[config.mk]
export PLATFORM = sky130hd
export DESIGN_NAME = pshp_ctrl
export DESIGN_NICKNAME = d
export VERILOG_FILES = /design/src/rtl/pshp_pkg.sv /design/src/rtl/pshp_ctrl.sv
export SDC_FILE = /design/constraint.sdc
export NUM_CORES = 1
export LEC_CHECK = 0
export ABC_AREA = 0
export BUFFER_PORTS_ARGS = -buffer_cell sky130_fd_sc_hd__buf_4
export CAP_MARGIN = 20
export CORE_AREA = 3 3 40 42
export CTS_CLUSTER_DIAMETER = 50
export DETAILED_ROUTE_END_ITERATION = 8
export DIE_AREA = 0 0 43 45
export PLACE_DENSITY = 0.51
export SLEW_MARGIN = 20
export SYNTH_ARGS = -nofsm -noshare
export SYNTH_HDL_FRONTEND = slang
export SYNTH_SLANG_ARGS = --single-unit
[constraint.sdc]
create_clock -name clock -period 1.57 [get_ports clock]
set_input_delay 0.0785 -clock clock [delete_from_list [all_inputs] [get_ports clock]]
set_output_delay 0.0785 -clock clock [all_outputs]
set_load 0.01 [all_outputs]
[src/rtl/pshp_pkg.sv]
// ----------------------------------------------------------------------------
// pshp_pkg
// Shared types, constants and helpers of the pc sample histogram profiler.
// ----------------------------------------------------------------------------
package pshp_pkg;

   localparam int MAX_ENTRIES = 256;
   localparam int ADDR_BITS   = 32;
   localparam int COUNT_BITS  = 32;

   localparam int IDX_BITS    = $clog2(MAX_ENTRIES);
   localparam int PTR_BITS    = IDX_BITS + 1;

   localparam int ENTRY_BITS  = 8;
   localparam int ACTION_BITS = 2;
   localparam int CFG_N_BITS  = 9;
   localparam int CSR_DATA_BITS = 9;
   localparam int CSR_INDEX_BITS = 1;

   localparam int REQ_DATA_BITS = 40;
   localparam int RSP_DATA_BITS = 72;

   localparam logic [CFG_N_BITS-1:0] ENTRIES_RESET = CFG_N_BITS'(256);

   typedef enum logic [ACTION_BITS-1:0] {
      ACT_LOAD   = 2'd0,
      ACT_CLEAR  = 2'd1,
      ACT_SAMPLE = 2'd2,
      ACT_READ   = 2'd3
   } action_type;

   typedef enum logic [CSR_INDEX_BITS-1:0] {
      CSR_ENTRIES = 1'b0,
      CSR_ENABLE  = 1'b1
   } csr_index_type;

   typedef enum logic [2:0] {
      ST_IDLE,
      ST_DISPATCH,
      ST_PROBE,
      ST_CMP,
      ST_CNT_RD,
      ST_CNT_USE,
      ST_FINISH
   } state_type;

   typedef struct packed {
      logic capture;
      logic start_wr;
      logic clear;
      logic search_init;
      logic probe_step;
      logic total_inc;
      logic count_update;
      logic count_take;
      logic out_load;
   } cmd_type;

   typedef struct packed {
      action_type action;
      logic       enabled;
      logic       lo_lt_hi;
      logic       lo_nonzero;
   } status_type;

   function automatic logic [COUNT_BITS-1:0] sat_inc(input logic [COUNT_BITS-1:0] v);
      logic [COUNT_BITS-1:0] r;
      r = (v == '1) ? v : v + COUNT_BITS'(1);
      return r;
   endfunction

endpackage

[src/rtl/pshp_ctrl.sv]
// ----------------------------------------------------------------------------
// pshp_ctrl
// Sequencer: accepts one transaction, steps the search and counter update,
// and owns the result valid flag.
// ----------------------------------------------------------------------------
module pshp_ctrl (
   input  logic                 clock,
   input  logic                 reset,
   input  logic                 req_tvalid,
   output logic                 req_tready,
   output logic                 rsp_tvalid,
   input  logic                 rsp_tready,
   output pshp_pkg::cmd_type    cmd,
   input  pshp_pkg::status_type status
);
   import pshp_pkg::*;

   state_type state_ff, state_in;
   logic      rsp_valid_ff, rsp_valid_in;
   logic      out_free;

   assign out_free = !rsp_valid_ff || rsp_tready;

   always_ff @(posedge clock) begin
      if (reset) begin
         state_ff     <= ST_IDLE;
         rsp_valid_ff <= 1'b0;
      end else begin
         state_ff     <= state_in;
         rsp_valid_ff <= rsp_valid_in;
      end
   end

   always_comb begin
      state_in   = state_ff;
      cmd        = '0;
      req_tready = 1'b0;
      unique case (state_ff)
         ST_IDLE: begin
            req_tready = 1'b1;
            if (req_tvalid) begin
               cmd.capture = 1'b1;
               state_in    = ST_DISPATCH;
            end
         end
         ST_DISPATCH: begin
            unique case (status.action)
               ACT_LOAD: begin
                  cmd.start_wr = 1'b1;
                  state_in     = ST_FINISH;
               end
               ACT_CLEAR: begin
                  cmd.clear = 1'b1;
                  state_in  = ST_FINISH;
               end
               ACT_SAMPLE: begin
                  if (status.enabled) begin
                     cmd.search_init = 1'b1;
                     state_in        = ST_PROBE;
                  end else begin
                     state_in = ST_FINISH;
                  end
               end
               ACT_READ: begin
                  state_in = ST_CNT_RD;
               end
               default: begin
                  state_in = ST_FINISH;
               end
            endcase
         end
         ST_PROBE: begin
            if (status.lo_lt_hi) begin
               state_in = ST_CMP;
            end else if (status.lo_nonzero) begin
               state_in = ST_CNT_RD;
            end else begin
               cmd.total_inc = 1'b1;
               state_in      = ST_FINISH;
            end
         end
         ST_CMP: begin
            cmd.probe_step = 1'b1;
            state_in       = ST_PROBE;
         end
         ST_CNT_RD: begin
            state_in = ST_CNT_USE;
         end
         ST_CNT_USE: begin
            if (status.action == ACT_READ) begin
               cmd.count_take = 1'b1;
            end else begin
               cmd.count_update = 1'b1;
               cmd.total_inc    = 1'b1;
            end
            state_in = ST_FINISH;
         end
         ST_FINISH: begin
            if (out_free) begin
               cmd.out_load = 1'b1;
               state_in     = ST_IDLE;
            end
         end
         default: begin
            state_in = ST_IDLE;
         end
      endcase
   end

   always_comb begin
      if (cmd.out_load) begin
         rsp_valid_in = 1'b1;
      end else if (rsp_tready) begin
         rsp_valid_in = 1'b0;
      end else begin
         rsp_valid_in = rsp_valid_ff;
      end
   end

   assign rsp_tvalid = rsp_valid_ff;

endmodule

---- Word level (Yosys, flattened, before mapping) ----
Index checks and enable logic that the tools add are counted.
word-level totals
  bits in registers ....................... 4
  input bits .............................. 9
  word-level logic and storage cells ...... 46
cells by class
  muxes and demuxes ....................... 26
  equal/unequal tests ..................... 11
  reductions and logical operators ........ 7
operators with widths
  operator            number
  $pmux 3 s7          1
  $mux 1              15
  $mux 3              5
  $eq 3x3->1 const B  3
  $pmux 3 s3          1
  $eq 3x2->1 const B  2
  $mux 2              3
  $eq 2x2->1 const B  2
  $ne 2x2->1 const B  2
  $eq 3x1->1 const B  1
  $logic_not 3->1     1
  $eq 2x1->1 const B  1
  $logic_not 2->1     1
  $pmux 1 s2          1
  $reduce_and 2->1    1
  $reduce_bool 2->1   1
  $reduce_or 2->1     1
  $logic_not 1->1     1
  $logic_or 1x1->1    1

---- Depth between registers and ports, before layout ----
Gate-level depths: netlist of the first run.
  depth after elaboration ................. 5
  depth in mapped cells ................... 4

---- Least setup slack after synthesis of the first run ----
OpenSTA, ideal clock, no wires.
  kind .................................... reg-to-output
  start ................................... reg state_ff[1]
  end ..................................... out cmd[8] (netlist bit)
  arrival ................................. 0.991 ns
  data required time ...................... 1.492 ns
  cell stages (with the launch flop) ...... 4
  setup slack ............................. 0.501 ns
  path through ............................ dfxtp_1 -> or2_1 -> nor2_1 -> and2_1
RTL lines
  item                      RTL line         source
  start: declaration        pshp_ctrl.sv:18  state_type state_ff, state_in;
  start signal: assignment  pshp_ctrl.sv:29  state_ff <= state_in;
  end: declaration          pshp_ctrl.sv:13  output pshp_pkg::cmd_type cmd,

==> results of run 1 <==
[metrics by stage]
stage	cells	utilization, %	hold slack, ps	power [mW]
3_5_place_dp	73	35.1	272	0.263
6_report	76	36.8	29.1	0.391
4_1_cts	76	36.8	23.9	0.398
3_3_place_gp	73	35.1	270	0.264
2_1_floorplan	42	-	148	0.214
5_1_grt	76	36.8	28.0	0.422
[per-layer routing]
layer | global-route usage (%) | vias to the layer above | share of wire (%)
li1 | - | 186 | -
met1 | 12.3 | 158 | 48
met2 | 13.5 | 11 | 47
met3 | 2.39 | 0 | 5.2
met4 | 7.23 | 0 | 0
met5 | 0 | - | 0
[registers in the layout, summed over array words and instances, names as in the netlist]
name / count
rsp_tvalid: 1
state_ff: 3
[Yosys cell counts (2+ instances only)]
| library cell | n |
|---|---|
| and3b_1 | 2 |
| nand2_1 | 4 |
| a21oi_1 | 3 |
| nand3b_1 | 2 |
| nor2_1 | 7 |
| dfxtp_1 | 4 |
| buf_4 | 2 |
| nand2b_1 | 2 |
[cell type report]
cell class / instances / share of cell area (%)
flip-flops and latches: 4 / 16.9
repair buffers: 19 / 30.2
well taps: 15 / 3.97
multi-input cells: 34 / 43.4
inverters: 1 / 0.794
clock buffers: 3 / 4.76
[worst max path at each step]
stage | start | to | slack (ps) | cells past startpoint
5_1_grt | state_ff[2] | cmd[3] | 20 | 4
3_5_place_dp | state_ff[2] | state_ff[1] | 410 | 3
4_1_cts | state_ff[2] | cmd[3] | 150 | 4
6_report | state_ff[2] | cmd[3] | 140 | 4
3_3_place_gp | state_ff[2] | state_ff[1] | 410 | 3
2_1_floorplan | state_ff[1] | cmd[8] | 500 | 3
[kinds of logic after synthesis]
group,count (synthesis),share of synthesized area (%)
and+or+nand+nor,23,40.1
AOI/OAI and AO/OA,11,25.0
DFF,4,25.4
buffers and inverters,4,9.52
[power by group]
group	switching [mW]	internal (mW)	leakage, nW
Sequential	0.0255	0.113	0.0328
Combinational	0.0538	0.0686	0.189
Clock	0.0444	0.0857	0.0138
Total	0.124	0.267	0.236
[critical path: cells and delay by family (launching register included)]
kind	cells	cell delay (ps)
buf+inv	1	110
compound gates	2	330
flops	1	510
simple gates	1	150
==> reports/results.tsv, run 1 <==
stage	metric	value	unit
run_status	status	finished clean	
final_layout	Multi-input gate area	205	um^2
route	Post-DRT Antenna Nets	0	
timing	Pins Over Slew Limit	0	
final_layout	share of layout cells above drive strength 1	37.7	%
timing	Final period util	90.8	%
final_layout	area delta synth->final	50.0	%
timing	worst setup margin	144	ps
yosys	Mean Syn Cell Area	7.51	um^2
route	1st-pass router iterations	2	
timing	RSZ-0062 raised after global routing	no	
power	VDD IR max	229	uV
clock_tree	cts hold-fix bufs	0	
critical_path	worst path required time	1490	ps
worst_hold_path	Hold Path Origin	reset	
route	vias after detailed routing	355	
critical_path	crit path kind	reg2out	
place	pre-CTS WS	410	ps
final_layout	Inserted Diodes	0	
yosys	largest area contributor in the netlist	dfxtp_1	
critical_path	R2R Path Start	state_ff[2]	
timing	setup tns final	0	ps
place	Placer Congestion	0.631	
yosys	ys flop type	dfxtp_1	
timing	final setup vio count	0	
grt	vias in the first global route	341	
critical_path	slowest stage cell, crit path	dfxtp_1	
critical_path	slowest stage delay, CP	510	ps
clock_tree	Skew-Pair Late Insertion Delay	230	ps
grt	gr usage total	9.49	%
critical_path	WP data arrival	1350	ps
final_layout	Register Area	80.1	um^2
yosys	Gate Count Post-Synth	42	
clock_tree	Reg clk slew, reported paths	40	ps
place	DP HPWL	624	um
final_layout	Layout Nets	72	
timing	Worst Skew	1.82	ps
yosys	Synth Net Count	51	
floorplan	IO Count	20	
clock_tree	post-CTS sizing	0	
clock_tree	total clock sinks	4	
route	DRT Wirelength	841	um
timing	Fin. Hold Viols	0	
floorplan	full die area	1940	um^2
grt	first-pass GRT wire length	1.37	mm
yosys	Yosys reg bits	4	
place	Cell Area, Placed	450	um^2
floorplan	row count	13	
critical_path	Worst Setup Start Kind	flip-flop	
yosys	Mapped Area	315	um^2
final_layout	most frequent cells in the layout	19 x buf_4, 7 x nor2_1, 4 x nand2_1, 4 x dfxtp_1	
clock_tree	H-tree levels	1	
yosys	ranking of synthesized cells by area	dfxtp_1 25%, nor2_1 8.3%, and3b_1 5.6%	
clock_tree	CTS Buf Count	3	
timing	Slew HR	77.1	%
timing	Least-Margin Pin Slew	344	ps
route	DRC Markers	0	
timing	min Tclk post-route	1430	ps
critical_path	worst r2r path cells	3	
clock_tree	post-CTS setup buffer count	0	
route	1st-iter DRT viols	2	
yosys	yosys warns	0	
floorplan	Core ar.	1280	um^2
flow_run	Max Cap Viol	0	
floorplan	starting density of the core	24.5	%
clock_tree	root buffer cell	clkbuf_4	
yosys	Post-synth EDFFs	0	
worst_hold_path	cell count of the worst hold path	2	
grt	initial antenna violation count	0	
route	via/cell ratio	4.67	
clock_tree	CTS tree	yes	
place	port bufs	19	
yosys	sequential element share of the synthesized area	25.4	%
final_layout	# fillers	142	
critical_path	worst-path maximum fanout	12	
yosys	FFs w/ async S/R, synth	0	%
floorplan	Die Ht	45	um
timing	Max Clk Rate	701	MHz
final_layout	commonest non-fill, non-tap cell in the layout	buf_4	
grt	grt ovf	0	
floorplan	die width	43	um
worst_hold_path	Worst Hold End	rsp_tvalid	
critical_path	FF-to-FF End	state_ff[1]	
power	Lkg Pwr	0.236	nW
clock_tree	CTS max path bufs	2	
critical_path	worst reg2reg setup slack	390	ps
route	Routed WL per cell	11.1	um
critical_path	crit-path cells	nand3b_1 -> a21oi_1 -> a21o_1 -> buf_4	
power	Pwr Density	826	nW/um^2
worst_hold_path	Hold Path Class	in2reg	
yosys	Distinct cells, synth	24	
critical_path	Worst Setup End Kind	primary output	
yosys	area share of the largest cell type after synthesis	25.4	%
final_layout	Design Area, Final	473	um^2
grt	largest net degree at the start of global routing	13	
(Power assumes the default switching activity.)
==> inputs of run 2 (changes only) <==
--- a/config.mk
+++ b/config.mk
@@ -13,6 +13,7 @@
 export DETAILED_ROUTE_END_ITERATION = 8
 export DIE_AREA = 0 0 43 45
 export PLACE_DENSITY = 0.51
+export REMOVE_ABC_BUFFERS = 1
 export SLEW_MARGIN = 20
 export SYNTH_ARGS = -nofsm -noshare
 export SYNTH_HDL_FRONTEND = slang
==> reports/results.tsv, run 2 (synthesis results as in run 1) <==
stage	metric	value	unit
run_status	status	finished clean	
critical_path	crit path kind	reg2out	
clock_tree	H-tree levels	1	
critical_path	worst reg2reg setup slack	430	ps
clock_tree	CTS max path bufs	2	
grt	grt ovf	0	
timing	Final period util	87.3	%
final_layout	commonest non-fill, non-tap cell in the layout	buf_4	
timing	Pins Over Slew Limit	0	
critical_path	worst-path maximum fanout	12	
critical_path	crit-path cells	or2_1 -> nor2_1 -> and2_1 -> buf_4	
floorplan	row count	13	
final_layout	most frequent cells in the layout	19 x buf_4, 7 x nor2_1, 4 x nand2_1, 4 x dfxtp_1	
power	Internal	267	uW
route	DRC Markers	0	
grt	gr usage total	9.56	%
critical_path	slowest stage cell, crit path	dfxtp_1	
critical_path	worst path required time	1490	ps
final_layout	# fillers	146	
power	Lkg Pwr	0.236	nW
clock_tree	Skew-Pair Late Insertion Delay	240	ps
flow_run	Max Cap Viol	0	
power	Sequential Power Share	35.1	%
critical_path	FF-to-FF End	state_ff[1]	
clock_tree	total clock sinks	4	
power	switching share of power	31.6	%
timing	worst setup margin	199	ps
power	Overall Power	391	uW
clock_tree	CTS tree	yes	
timing	min Tclk post-route	1370	ps
timing	Max Clk Rate	729	MHz
clock_tree	CTS Buf Count	3	
final_layout	Layout Nets	72	
floorplan	Core ar.	1280	um^2
place	Cell Area, Placed	450	um^2
floorplan	Die Ht	45	um
timing	Fin. Hold Viols	0	
place	Cells after DPL	73	
final_layout	Most flops, register	state_ff	
route	vias after detailed routing	364	
route	via/cell ratio	4.79	
final_layout	final std cells w/o fill	76	
timing	final setup vio count	0	
timing	worst hold margin	26.8	ps
critical_path	slowest stage delay, CP	490	ps
route	Routed WL per cell	11.2	um
critical_path	Worst Setup End Kind	primary output	
clock_tree	post-CTS setup buffer count	0	
final_layout	Largest register FFs	3	
timing	setup tns final	0	ps
route	1st-pass router iterations	4	
worst_hold_path	Hold Path Class	in2reg	
power	clock share of power	33.4	%
timing	Worst Skew	2.82	ps
grt	largest net degree at the start of global routing	13	
final_layout	Design Area, Final	473	um^2
floorplan	IO Count	20	
clock_tree	root buffer cell	clkbuf_4	
grt	initial antenna violation count	0	
power	VDD IR max	260	uV
clock_tree	post-CTS sizing	0	
critical_path	Buf/Inv on CP	1	
route	Post-DRT Antenna Nets	0	
place	pre-CTS WS	421	ps
floorplan	starting density of the core	24.5	%
place	port bufs	19	
power	combinational power share	31.5	%
critical_path	R2R Path Start	state_ff[2]	
route	1st-iter DRT viols	7	
clock_tree	Reg clk slew, reported paths	40	ps
clock_tree	cts hold-fix bufs	0	
final_layout	Inserted Diodes	0	
critical_path	Worst Setup SP	state_ff[2]	
place	DP HPWL	662	um
floorplan	full die area	1940	um^2
timing	Slew HR	78.3	%
critical_path	Crit path depth	4	
critical_path	WP data arrival	1290	ps
timing	Least-Margin Pin Slew	325	ps
power	Pwr Density	826	nW/um^2
critical_path	worst r2r path cells	3	
critical_path	Worst Setup Start Kind	flip-flop	
critical_path	delay-heaviest family, CP	flip-flops	
route	DRT Wirelength	849	um
timing	RSZ-0062 raised after global routing	no	
place	Placer Congestion	0.727	
final_layout	Layout Utilization	36.8	%
floorplan	die width	43	um
final_layout	share of layout cells above drive strength 1	37.7	%
grt	vias in the first global route	323	
final_layout	area delta synth->final	50.0	%
grt	first-pass GRT wire length	1.35	mm
critical_path	CP Capture Point	cmd[8]	
power	net switching power	124	uW
-- run 2: metal layers --
layer	global-route usage (%)	share of wire, %	vias to the layer above
met1	11.3	45	162
met2	14.7	46	13
met4	10.8	2.2	0
met5	0	0	-
li1	-	-	187
met3	0.398	6.7	2
-- run 2: worst min-delay path by stage --
stage | start | to | depth (start not counted)
after floorplan | reset | rsp_tvalid | 1
after detailed placement | reset | rsp_tvalid | 2
after global routing | reset | rsp_tvalid | 2
final | reset | state_ff[1] | 2
after global placement | reset | state_ff[1] | 2
after CTS | reset | state_ff[2] | 2
-- run 2: final cells by class --
class                   instances  area [um^2]  area share, %
multi-input cells              34          205           43.4
repair buffers                 19          143           30.2
flip-flops and latches          4         80.1           16.9
clock buffers                   3         22.5           4.76
well taps                      15         18.8           3.97
inverters                       1         3.75          0.794
-- run 2: power by group through the flow --
stage | Clock [mW] | Sequential [mW] | Combinational, mW
final | 0.130 | 0.137 | 0.123
after global routing | 0.146 | 0.142 | 0.138
after detailed placement | 0 | 0.139 | 0.124
after CTS | 0.137 | 0.137 | 0.125
after global placement | 0 | 0.138 | 0.124
after floorplan | 0 | 0.133 | 0.0674
==> inputs of run 3 (changes only) <==
==> constraint.sdc (replaced) <==
create_clock -name clock -period 1.57 [get_ports clock]
set_input_delay 0.314 -clock clock [delete_from_list [all_inputs] [get_ports clock]]
set_output_delay 0.314 -clock clock [all_outputs]
set_load 0.01 [all_outputs]
==> reports/results.tsv, run 3 (synthesis results as in run 1) <==
stage	metric	value	unit
run_status	status	finished clean	
final_layout	Largest register FFs	3	
place	Placer Congestion	0.716	
route	vias after detailed routing	361	
grt	initial antenna violation count	0	
flow_run	Max Cap Viol	0	
route	DRC Markers	0	
power	VDD IR max	320	uV
floorplan	Core ar.	1280	um^2
route	via/cell ratio	4.75	
critical_path	worst-path maximum fanout	12	
route	Routed WL per cell	10.6	um
route	1st-iter DRT viols	2	
grt	first-pass GRT wire length	1.41	mm
route	DRT Wirelength	809	um
power	Pwr Density	813	nW/um^2
power	Lkg Pwr	0.239	nW
timing	Least-Margin Pin Slew	235	ps
timing	Final period util	95.9	%
clock_tree	post-CTS setup buffer count	0	
timing	Pins Over Slew Limit	0	
final_layout	share of layout cells above drive strength 1	47.5	%
timing	min Tclk post-route	1510	ps
critical_path	Worst Setup Start Kind	flip-flop	
final_layout	Most flops, register	state_ff	
floorplan	full die area	1940	um^2
timing	worst hold margin	261	ps
critical_path	Worst Setup End Kind	primary output	
floorplan	starting density of the core	24.5	%
critical_path	crit path kind	reg2out	
clock_tree	H-tree levels	1	
floorplan	Die Ht	45	um
grt	largest net degree at the start of global routing	13	
place	port bufs	19	
clock_tree	root buffer cell	clkbuf_4	
timing	setup tns final	0	ps
grt	gr usage total	9.73	%
worst_hold_path	Hold Path Class	in2reg	
timing	Fin. Hold Viols	0	
clock_tree	Skew-Pair Late Insertion Delay	230	ps
grt	grt ovf	0	
final_layout	area delta synth->final	57.1	%
critical_path	worst reg2reg setup slack	560	ps
final_layout	commonest non-fill, non-tap cell in the layout	buf_4	
route	Post-DRT Antenna Nets	0	
final_layout	Layout Nets	72	
clock_tree	Reg clk slew, reported paths	40	ps
grt	vias in the first global route	335	
final_layout	most frequent cells in the layout	19 x buf_4, 6 x nor2_1, 4 x nand2_1	
floorplan	IO Count	20	
clock_tree	CTS Buf Count	3	
critical_path	WP data arrival	1190	ps
timing	Slew HR	84.3	%
clock_tree	total clock sinks	4	
floorplan	die width	43	um
timing	Worst Skew	1.45	ps
floorplan	row count	13	
timing	final setup vio count	0	
timing	Max Clk Rate	664	MHz
final_layout	Inserted Diodes	0	
clock_tree	CTS max path bufs	2	
clock_tree	cts hold-fix bufs	0	
route	1st-pass router iterations	4	
critical_path	worst path required time	1260	ps
clock_tree	CTS tree	yes	
==> run 3: final timing paths <==
kind	startpoint	endpoint	cells past startpoint
setup reg to reg	state_ff[0]	state_ff[1]	3
hold reg to reg	state_ff[1]	state_ff[2]	1
hold / removal	reset	state_ff[2]	2
setup / recovery	state_ff[2]	cmd[8]	4
==> run 3: stage by stage <==
stage	std cells	area (um^2)	worst slack [ps]	total power, mW	util, %
global route	76	495	-9.53	0.439	38.6
finish	76	495	64.8	0.403	38.6
detailed placement	73	450	206	0.263	35.1
global placement	73	450	203	0.264	35.1
CTS	76	477	19.4	0.395	37.1
floorplan	39	289	250	0.200	-
==> run 3: layer usage <==
metal / part of all wire (%) / GRT usage, % / vias to the layer above
li1: - / - / 188
met1: 45 / 13.2 / 160
met4: 0 / 5.42 / 0
met2: 48 / 13.8 / 13
met3: 6.9 / 2.79 / 0
met5: 0 / 0 / -
==> run 3: power by group <==
| part | switching [mW] | internal, mW | leakage (nW) |
|---|---|---|---|
| clock network | 0.0396 | 0.0853 | 0.0138 |
| registers | 0.0267 | 0.116 | 0.0345 |
| logic | 0.0579 | 0.0771 | 0.191 |
| total | 0.124 | 0.279 | 0.239 |
==> run 3: final cells by class <==
class	count	area (um^2)
Fill cell	141	790
Clock buffer	3	22.5
Timing Repair Buffer	19	143
Inverter	1	3.75
Multi-Input combinational cell	34	219
Tap cell	15	18.8
Sequential cell	4	88.8
==> run 3: what timing repair did <==
item | 4_1_cts | 5_1_grt
setup endpoints to repair | 2 | 3
gates resized for setup | 3 | 6
pin swaps | 0 | 0
==> run 3: critical path, cell delays in order (launching register included) <==
cell	delay [ps]
dfxtp_4	370
or2_4	250
nor2_4	80
and2_1	130
buf_4	120
